### config.mk
export PLATFORM = sky130hd
export DESIGN_NAME = sem_ctrl
export DESIGN_NICKNAME = d
export VERILOG_FILES = /design/src/sv/sem_pkg.sv /design/src/sv/sem_ctrl.sv
export SDC_FILE = /design/constraint.sdc
export NUM_CORES = 1
export LEC_CHECK = 0
export ABC_AREA = 0
export ABC_CLOCK_PERIOD_IN_PS = 1000
export BUFFER_PORTS_ARGS = -buffer_cell sky130_fd_sc_hd__buf_2
export CORE_AREA = 2 2 39 41
export CTS_CLUSTER_DIAMETER = 40
export DETAILED_ROUTE_END_ITERATION = 7
export DIE_AREA = 0 0 41 43
export PLACE_DENSITY = 0.49
export SYNTH_ARGS = -nofsm -noshare
export SYNTH_HDL_FRONTEND = slang
export SYNTH_SLANG_ARGS = --single-unit
export TNS_END_PERCENT = 20
### constraint.sdc
create_clock -name clk -period 1 [get_ports clk]
set_clock_uncertainty 0.1 [all_clocks]
set_input_delay 0.15 -clock clk [delete_from_list [all_inputs] [get_ports clk]]
set_output_delay 0.15 -clock clk [all_outputs]
set_load 0.05 [all_outputs]
### src/sv/sem_pkg.sv
// Shared constants and controller/datapath interface types of the Sobel edge block.
// No dependencies.
`default_nettype none
package sem_pkg;
	localparam int MAX_WIDTH_DEF  = 1024;
	localparam int MAX_HEIGHT_DEF = 4095;
	localparam int PIX_W          = 8;
	localparam int FW_W           = 11;
	localparam int FH_W           = 12;
	localparam int CFG_DATA_W     = 12;
	localparam int CFG_IDX_W      = 1;
	localparam int GRAD_W         = 11;
	localparam int SQ_W           = 21;

	localparam logic [CFG_IDX_W-1:0] REG_FRAME_WIDTH  = 1'd0;
	localparam logic [CFG_IDX_W-1:0] REG_FRAME_HEIGHT = 1'd1;

	localparam logic [FW_W-1:0] FW_RESET = 11'd1024;
	localparam logic [FH_W-1:0] FH_RESET = 12'd1;

	localparam logic [SQ_W-1:0]  ROOT_LIMIT = 21'd65280;
	localparam logic [PIX_W-1:0] EDGE_MAX   = 8'd255;

	// Commands from the controller to the datapath.
	typedef struct packed {
		logic latch;
		logic read;
		logic update;
		logic grad;
		logic root_start;
		logic load_out;
	} sem_cmd_t;

	// Status from the datapath to the controller.
	typedef struct packed {
		logic emit;
		logic root_busy;
		logic out_free;
	} sem_status_t;
endpackage
`default_nettype wire

### src/sv/sem_ctrl.sv
// Controller state machine that sequences one item through the datapath.
// Depends on sem_pkg.
`default_nettype none
module sem_ctrl (
	input  wire logic                  clk,
	input  wire logic                  arst_n,
	input  wire logic                  in_valid,
	output logic                       in_ready,
	input  wire sem_pkg::sem_status_t  status,
	output sem_pkg::sem_cmd_t          cmd
);
	localparam logic [2:0] S_IDLE   = 3'd0;
	localparam logic [2:0] S_READ   = 3'd1;
	localparam logic [2:0] S_UPDATE = 3'd2;
	localparam logic [2:0] S_GRAD   = 3'd3;
	localparam logic [2:0] S_START  = 3'd4;
	localparam logic [2:0] S_ROOT   = 3'd5;
	localparam logic [2:0] S_DONE   = 3'd6;

	logic [2:0] state_q;
	logic [2:0] state_n;

	// Next state and commands.
	always_comb begin
		state_n = state_q;
		cmd     = '0;
		case (state_q)
			S_IDLE: begin
				cmd.latch = in_valid;
				if (in_valid) begin
					state_n = S_READ;
				end
			end
			S_READ: begin
				cmd.read = 1'b1;
				state_n  = S_UPDATE;
			end
			S_UPDATE: begin
				cmd.update = 1'b1;
				state_n    = status.emit ? S_GRAD : S_IDLE;
			end
			S_GRAD: begin
				cmd.grad = 1'b1;
				state_n  = S_START;
			end
			S_START: begin
				cmd.root_start = 1'b1;
				state_n        = S_ROOT;
			end
			S_ROOT: begin
				if (!status.root_busy) begin
					state_n = S_DONE;
				end
			end
			S_DONE: begin
				if (status.out_free) begin
					cmd.load_out = 1'b1;
					state_n      = S_IDLE;
				end
			end
			default: begin
				state_n = S_IDLE;
			end
		endcase
	end

	always_ff @(posedge clk or negedge arst_n) begin
		if (!arst_n) begin
			state_q <= S_IDLE;
		end else begin
			state_q <= state_n;
		end
	end

	assign in_ready = (state_q == S_IDLE);
endmodule
`default_nettype wire

# After elaboration in Yosys (flattened, before gate mapping)

Index checks and enable logic that the tools add are counted.

Register bits: 3
Word-level logic and storage cells: 24

Mux-type cells: 12
Reduce and logical (&&, ||, !) cells: 2
Equal/unequal tests: 9

Operator list:

| operator           | count |
|---|---|
| $pmux 3 s7         | 1 |
| $eq 3x3->1 const B | 3 |
| $mux 3             | 3 |
| $mux 1             | 7 |
| $eq 3x2->1 const B | 2 |
| $ne 2x2->1 const B | 3 |
| $eq 3x1->1 const B | 1 |
| $logic_not 3->1    | 1 |
| $reduce_and 3->1   | 1 |
| $mux 2             | 1 |

# Depth between registers and ports, before layout

Gate-level depths: netlist of run 1.

Depth in word-level cells: 3
Mapped depth: 4

# Worst setup path after synthesis of run 1

No wires, ideal clock.

Path kind: flip-flop to output port
Start: register state_q[0]
End: output cmd[5] in the netlist's numbering
Path slack: -1454 ps
Stages on the path, launching flop included: 4
Path buffers: 1
Arrival time: 2204 ps
Cell sequence: dfrtp_1 -> buf_2 -> nor3_1 -> and2_1

RTL lines:

| what                   | RTL line       | RTL |
|---|---|---|
| start, declared        | sem_ctrl.sv:20 | `logic [2:0] state_q;` |
| start signal, assigned | sem_ctrl.sv:71 | `state_q <= state_n;` |
| end, declared          | sem_ctrl.sv:10 | `output sem_pkg::sem_cmd_t cmd` |

==> reports/summary.txt, run 1 <==
Final non-filler cell total: 68
Vias in the first global route: 290
Yosys reg bits: 3
Number of standard cells after synthesis: 26
Number of vias after detailed routing: 291
Total iterations of the first detailed-routing run: 1
Drt first-iter violations: 0
Initial cell density of the core: 16.3%
Residual DRC count: 0
# clock sinks: 3
Avg Synthesized Cell Area: 8.66 µm²
TritonCTS buffer count: 3
R2R Path End: state_q[2]$_DFFE_PN0P_
Measured slew at the worst slew-check pin: 0.262 ns
Maximum number of pins on one net before global-route repair: 12
First-pass GRT wire length: 1.14 mm
Depth of the worst register-to-register path: 5
Min-delay worst type: primary input to register
Worst-case clock buffer depth: 2
Max-slew violation total from the final report: 0
Leak: 0.000236 µW
Power density relative to cell area: 3900 nW/µm²
Status: finished with violations
Area of the core: 1380 µm²
R2r setup slk: -0.21 ns
Max FFs per register: 3
# H-tree levels: 1
Share of cells above drive strength 1: 67.3%
Launching element of the worst setup path: state_q[0]$_DFFE_PN0P_
Full die area: 1760 µm²
Max cap viols: 0
Number of unique standard cell types used by synthesis: 19
Unrepaired setup endpoints after global routing: yes
Number of fillers in the final layout: 146
Antenna diode count: 0
Achievable frequency: 0.667 GHz
GRT Residual Overflow: 0
Residual antenna-violating net count after detailed routing: 0
Cell Int Power: 1060 µW
Seq/Total Area, Yosys: 33.3%
Endpoint of the worst setup timing path: cmd[5]
Post-route setup slack: -0.499 ns
Slew margin rel.: 82.5%
Fin nets: 59
Combinational power share: 72.9%
Register name with the most flops: state_q
Clock tree from TritonCTS: built
Most common cell after layout, fill and taps aside: sky130_fd_sc_hd__buf_4
Number of nets produced by synthesis: 32
Sequential power share: 16.6%
Clock root buffer: sky130_fd_sc_hd__clkbuf_4
Post-DR wirelength/cell: 10.4 µm
Ports placed on the boundary: 13
Startpoint-to-endpoint class of the critical path: register to output pin
Critical path peak fanout: 3
Largest registers: state_q (3)
Total instance count after detailed placement: 58
Worst endpoint data arrival time: 1.25 ns
Area growth from synthesis to layout: 124%
Leading cell types in the layout, fill and taps excluded: 9 x sky130_fd_sc_hd__buf_4, 6 x sky130_fd_sc_hd__buf_2, 5 x sky130_fd_sc_hd__buf_6
Std-Cell Rows: 14
Violations in the final reports: setup timing
Clock group share of total power: 10.5%
Number of warnings reported in the yosys synthesis log: 0
Total routing usage reported by global routing: 9.96%
Number of endpoints with negative hold slack in the final report: 0
Clock slew at the register clock pins of the worst setup and hold paths: 0.04 ns
Sort of element at the start of the critical path: register
Antenna violations before repair: 0
Insertion delay to the later sink of the worst-skew pair: 0.23 ns
Post-Route WL: 704 µm
Summed instance area of the synthesized netlist: 225 µm²
Minimum clock period after layout: 1.50 ns
Sum of net half-perimeters after detailed placement: 459 µm
GP Congestion: 0.715
Overall Power: 1970 µW
Number of I/O port buffers: 12
R2r startpoint: state_q[1]$_DFFE_PN0P_
Setup Slack @ Placement: -0.410 ns
Capturing element type of the critical path: output pin
Share of total power consumed by net switching: 46.3%
Share of the cycle needed by the critical path after routing: 150%
Worst vdd rail ir drop: 1.41 mV
Required time of the critical path: 0.75 ns
Floorplan die width: 41 µm
Switching pwr: 911 µW
Count of endpoints failing setup in the final report: 10
Height of the die: 43 µm
Detailed-route vias per instance: 4.28
area by class of cell:
class                   count  area (µm²)  share of cell area (%)
multi-input cells          21         170                    33.7
clock buffers               4        26.3                    5.21
well taps                  16        20.0                    3.97
repair buffers             24         209                    41.4
flip-flops and latches      3        78.8                    15.6
Yosys cell counts:
master / number / share of area, %
sky130_fd_sc_hd__a21o_1: 1 / 3.3
sky130_fd_sc_hd__and3_1: 1 / 2.8
sky130_fd_sc_hd__nor3b_1: 1 / 3.3
sky130_fd_sc_hd__nor2b_4: 1 / 6.1
sky130_fd_sc_hd__buf_2: 2 / 4.4
sky130_fd_sc_hd__o221ai_1: 1 / 3.9
sky130_fd_sc_hd__nor3_1: 1 / 2.2
sky130_fd_sc_hd__o2bb2ai_1: 1 / 3.9
sky130_fd_sc_hd__nand2b_1: 2 / 5.6
sky130_fd_sc_hd__nor2b_1: 2 / 5.6
sky130_fd_sc_hd__and2_1: 1 / 2.8
sky130_fd_sc_hd__a31oi_1: 1 / 2.8
sky130_fd_sc_hd__nor3b_2: 1 / 5.6
sky130_fd_sc_hd__o21ai_0: 1 / 2.2
sky130_fd_sc_hd__nand2_1: 2 / 3.3
sky130_fd_sc_hd__a21oi_1: 1 / 2.2
sky130_fd_sc_hd__o211ai_1: 1 / 3.3
sky130_fd_sc_hd__nor2_1: 2 / 3.3
sky130_fd_sc_hd__dfrtp_1: 3 / 33
stage by stage:
step / hold slack [ns] / setup TNS, ns / cell area (µm²) / utilization, %
after global placement: -0.154 / -3.22 / 365 / 26.4
after global routing: 0.0966 / -4.31 / 504 / 36.4
after floorplan: -0.246 / -4.23 / 256 / -
after detailed placement: -0.154 / -3.27 / 365 / 26.4
final: 0.0765 / -3.71 / 504 / 36.4
after CTS: 0.0745 / -3.72 / 487 / 35.2
per-layer routing:
metal  wire (µm)  track usage, %
met1         331            12.6
met2         328            13.8
met3          44            3.66
met4           0            6.00
met5           0               0
cell families (layout without fill, tap and decap cells):
group           count (synthesis)  count (layout)  synth area share (%)
compound gates                  7               7                  21.7
simple gates                   14              14                  40.6
buf+inv                         2              28                  4.44
flops                           3               3                  33.3
power by group through the flow:
| stage | Clock [µW] | Sequential (µW) | Combinational (µW) |
|---|---|---|---|
| 6_report | 207 | 326 | 1440 |
| 4_1_cts | 210 | 323 | 1340 |
| 3_5_place_dp | 0 | 370 | 1010 |
| 3_3_place_gp | 0 | 368 | 1010 |
| 5_1_grt | 231 | 344 | 1530 |
| 2_1_floorplan | 0 | 250 | 850 |
critical path, cell delays in order, from the launching register on:
cell	delay (ns)
sky130_fd_sc_hd__dfrtp_2	0.40
sky130_fd_sc_hd__buf_6	0.13
sky130_fd_sc_hd__nor3_4	0.18
sky130_fd_sc_hd__and2_4	0.17
sky130_fd_sc_hd__buf_8	0.14
worst min path at each step:
stage	depth (start not counted)	start	endpoint	slack, ns
floorplan	0	arst_n	state_q[0]$_DFFE_PN0P_	-0.25
global placement	1	arst_n	state_q[2]$_DFFE_PN0P_	-0.15
detailed placement	1	arst_n	state_q[2]$_DFFE_PN0P_	-0.15
CTS	2	status[2]	state_q[0]$_DFFE_PN0P_	0.07
global route	2	status[1]	state_q[1]$_DFFE_PN0P_	0.1
finish	2	status[2]	state_q[0]$_DFFE_PN0P_	0.08
repair_timing:
action,CTS,global route
hold endpoints to repair,3,0
resized for setup,20,4
hold buffers,1,0
endpoints found under the setup margin,10,10
setup buffers,4,1
pin swaps,3,2
Power figures use the tool's default switching activity.
==> run 2: changes to the inputs <==
--- a/config.mk
+++ b/config.mk
@@ -13,6 +13,7 @@
 export DETAILED_ROUTE_END_ITERATION = 7
 export DIE_AREA = 0 0 41 43
 export PLACE_DENSITY = 0.49
+export SKIP_CTS_REPAIR_TIMING = 1
 export SYNTH_ARGS = -nofsm -noshare
 export SYNTH_HDL_FRONTEND = slang
 export SYNTH_SLANG_ARGS = --single-unit
==> reports/summary.txt, run 2 (synthesis results as in run 1) <==
Status: finished with violations
Violations in the final reports: setup timing
Full die area: 1760 µm²
Initial cell density of the core: 16.3%
Power density relative to cell area: 3880 nW/µm²
Number of endpoints with negative hold slack in the final report: 0
Ports placed on the boundary: 13
Placement Cell Area: 365 µm²
Clock tree from TritonCTS: built
Post-DR wirelength/cell: 10.0 µm
Fin nets: 57
Max-slew violation total from the final report: 0
Longest individual stage delay on the worst path: 0.47 ns
Residual antenna-violating net count after detailed routing: 0
Sum of net half-perimeters after detailed placement: 459 µm
Multi-input combinational cell area: 165 µm²
Largest registers: state_q (3)
Total iterations of the first detailed-routing run: 3
Share of the cycle needed by the critical path after routing: 149%
Measured slew at the worst slew-check pin: 0.253 ns
Share of total power consumed by net switching: 47.6%
Min-delay worst type: primary input to register
Critical path peak fanout: 6
Worst-case clock buffer depth: 2
Total routing usage reported by global routing: 8.75%
Unrepaired setup endpoints after global routing: yes
Detailed-route vias per instance: 4.17
Worst vdd rail ir drop: 1.19 mV
Minimum clock period after layout: 1.49 ns
Kind of cell adding the most delay to the critical path: flip-flops
Slew margin rel.: 83.2%
Post-route setup slack: -0.490 ns
Insertion delay to the later sink of the worst-skew pair: 0.23 ns
Startpoint-to-endpoint class of the critical path: register to output pin
Residual DRC count: 0
First-pass GRT wire length: 1.01 mm
# clock sinks: 3
Count of endpoints failing setup in the final report: 10
Share of the core filled with cells: 34.4%
Setup Slack @ Placement: -0.410 ns
Most used cell, CP: sky130_fd_sc_hd__buf_6
Number of fillers in the final layout: 148
Leading cell types in the layout, fill and taps excluded: 9 x sky130_fd_sc_hd__buf_4, 6 x sky130_fd_sc_hd__buf_6, 5 x sky130_fd_sc_hd__buf_2, 3 x sky130_fd_sc_hd__clkbuf_4, 3 x sky130_fd_sc_hd__dfrtp_2
Number of vias after detailed routing: 275
Vias in the first global route: 240
Maximum number of pins on one net before global-route repair: 12
Max cap viols: 0
# H-tree levels: 1
Sequential cell area: 78.8 µm²
Final non-filler cell total: 66
Area growth from synthesis to layout: 111%
Buffers and inverters on the worst path: 2
Std-Cell Rows: 14
Worst hold-check slack: 0.0765 ns
Worst endpoint data arrival time: 1.24 ns
Worst path slowest cell: sky130_fd_sc_hd__dfrtp_2
Achievable frequency: 0.671 GHz
Antenna diode count: 0
Share of cells above drive strength 1: 64.0%
Switching pwr: 878 µW
Number of I/O port buffers: 12
Area of the core: 1380 µm²
Required time of the critical path: 0.75 ns
Max FFs per register: 3
Capturing element type of the critical path: output pin
Clock root buffer: sky130_fd_sc_hd__clkbuf_4
Sort of element at the start of the critical path: register
Antenna violations before repair: 0
Clock group share of total power: 11.1%
Post-Route WL: 661 µm
Finished Cell Area: 475 µm²
Drt first-iter violations: 1
GP Congestion: 0.715
Clock slew at the register clock pins of the worst setup and hold paths: 0.04 ns
TritonCTS buffer count: 3
Cell Int Power: 968 µW
Combinational power share: 69.5%
Leak: 0.000224 µW
Height of the die: 43 µm
GRT Residual Overflow: 0
Register name with the most flops: state_q
Sequential power share: 19.3%
Total instance count after detailed placement: 58
Cells along the critical path: buf_6 > nor3b_4 > buf_6
Most common cell after layout, fill and taps aside: sky130_fd_sc_hd__buf_4
Floorplan die width: 41 µm
## run 2: cell count changes in the layout (fill, tap and decap cells not counted)
cell	previous run	this run
sky130_fd_sc_hd__buf_2	6	5
sky130_fd_sc_hd__buf_8	3	1
sky130_fd_sc_hd__o21ai_1	0	1
sky130_fd_sc_hd__o21ai_0	1	0
sky130_fd_sc_hd__buf_6	5	6
sky130_fd_sc_hd__and3_4	1	0
sky130_fd_sc_hd__and3_1	0	1
## run 2: area by class of cell
class | count | area share, %
well taps | 16 | 4.21
clock buffers | 4 | 5.53
multi-input cells | 21 | 34.7
flip-flops and latches | 3 | 16.6
repair buffers | 22 | 38.9
## run 2: per-layer routing
| metal | vias to the layer above | GRT usage (%) | share of wire, % |
|---|---|---|---|
| met5 | - | 0 | 0 |
| met4 | 0 | 6.00 | 0 |
| met3 | 0 | 3.66 | 8.5 |
| met2 | 11 | 10.9 | 44 |
| met1 | 122 | 11.7 | 47 |
| li1 | 142 | - | - |
## run 2: path summary, 6_finish.rpt
path | startpoint | endpoint | slack, ns | cells after the start
max | state_q[0]$_DFFE_PN0P_ | cmd[3] | -0.49 | 3
min | status[2] | state_q[0]$_DFFE_PN0P_ | 0.08 | 2
max reg2reg | state_q[0]$_DFFE_PN0P_ | state_q[1]$_DFFE_PN0P_ | -0.37 | 5
min reg2reg | state_q[1]$_DFFE_PN0P_ | state_q[0]$_DFFE_PN0P_ | 0.55 | 2
max in group asynchronous | arst_n | state_q[2]$_DFFE_PN0P_ | 0.54 | 2
min in group asynchronous | arst_n | state_q[1]$_DFFE_PN0P_ | 0.14 | 2
## run 2: per-stage QoR
stage	TNS [ns]	power, µW
after floorplan	-4.23	1100
after global placement	-3.22	1370
after detailed placement	-3.27	1380
after CTS	-5.02	1590
after global routing	-4.58	1980
final	-3.93	1850
## run 2: power groups by stage
stage	sequential (µW)	combinational (µW)	clock [µW]
global route	378	1370	231
detailed placement	370	1010	0
finish	357	1280	206
global placement	368	1010	0
CTS	369	1010	210
floorplan	250	850	0
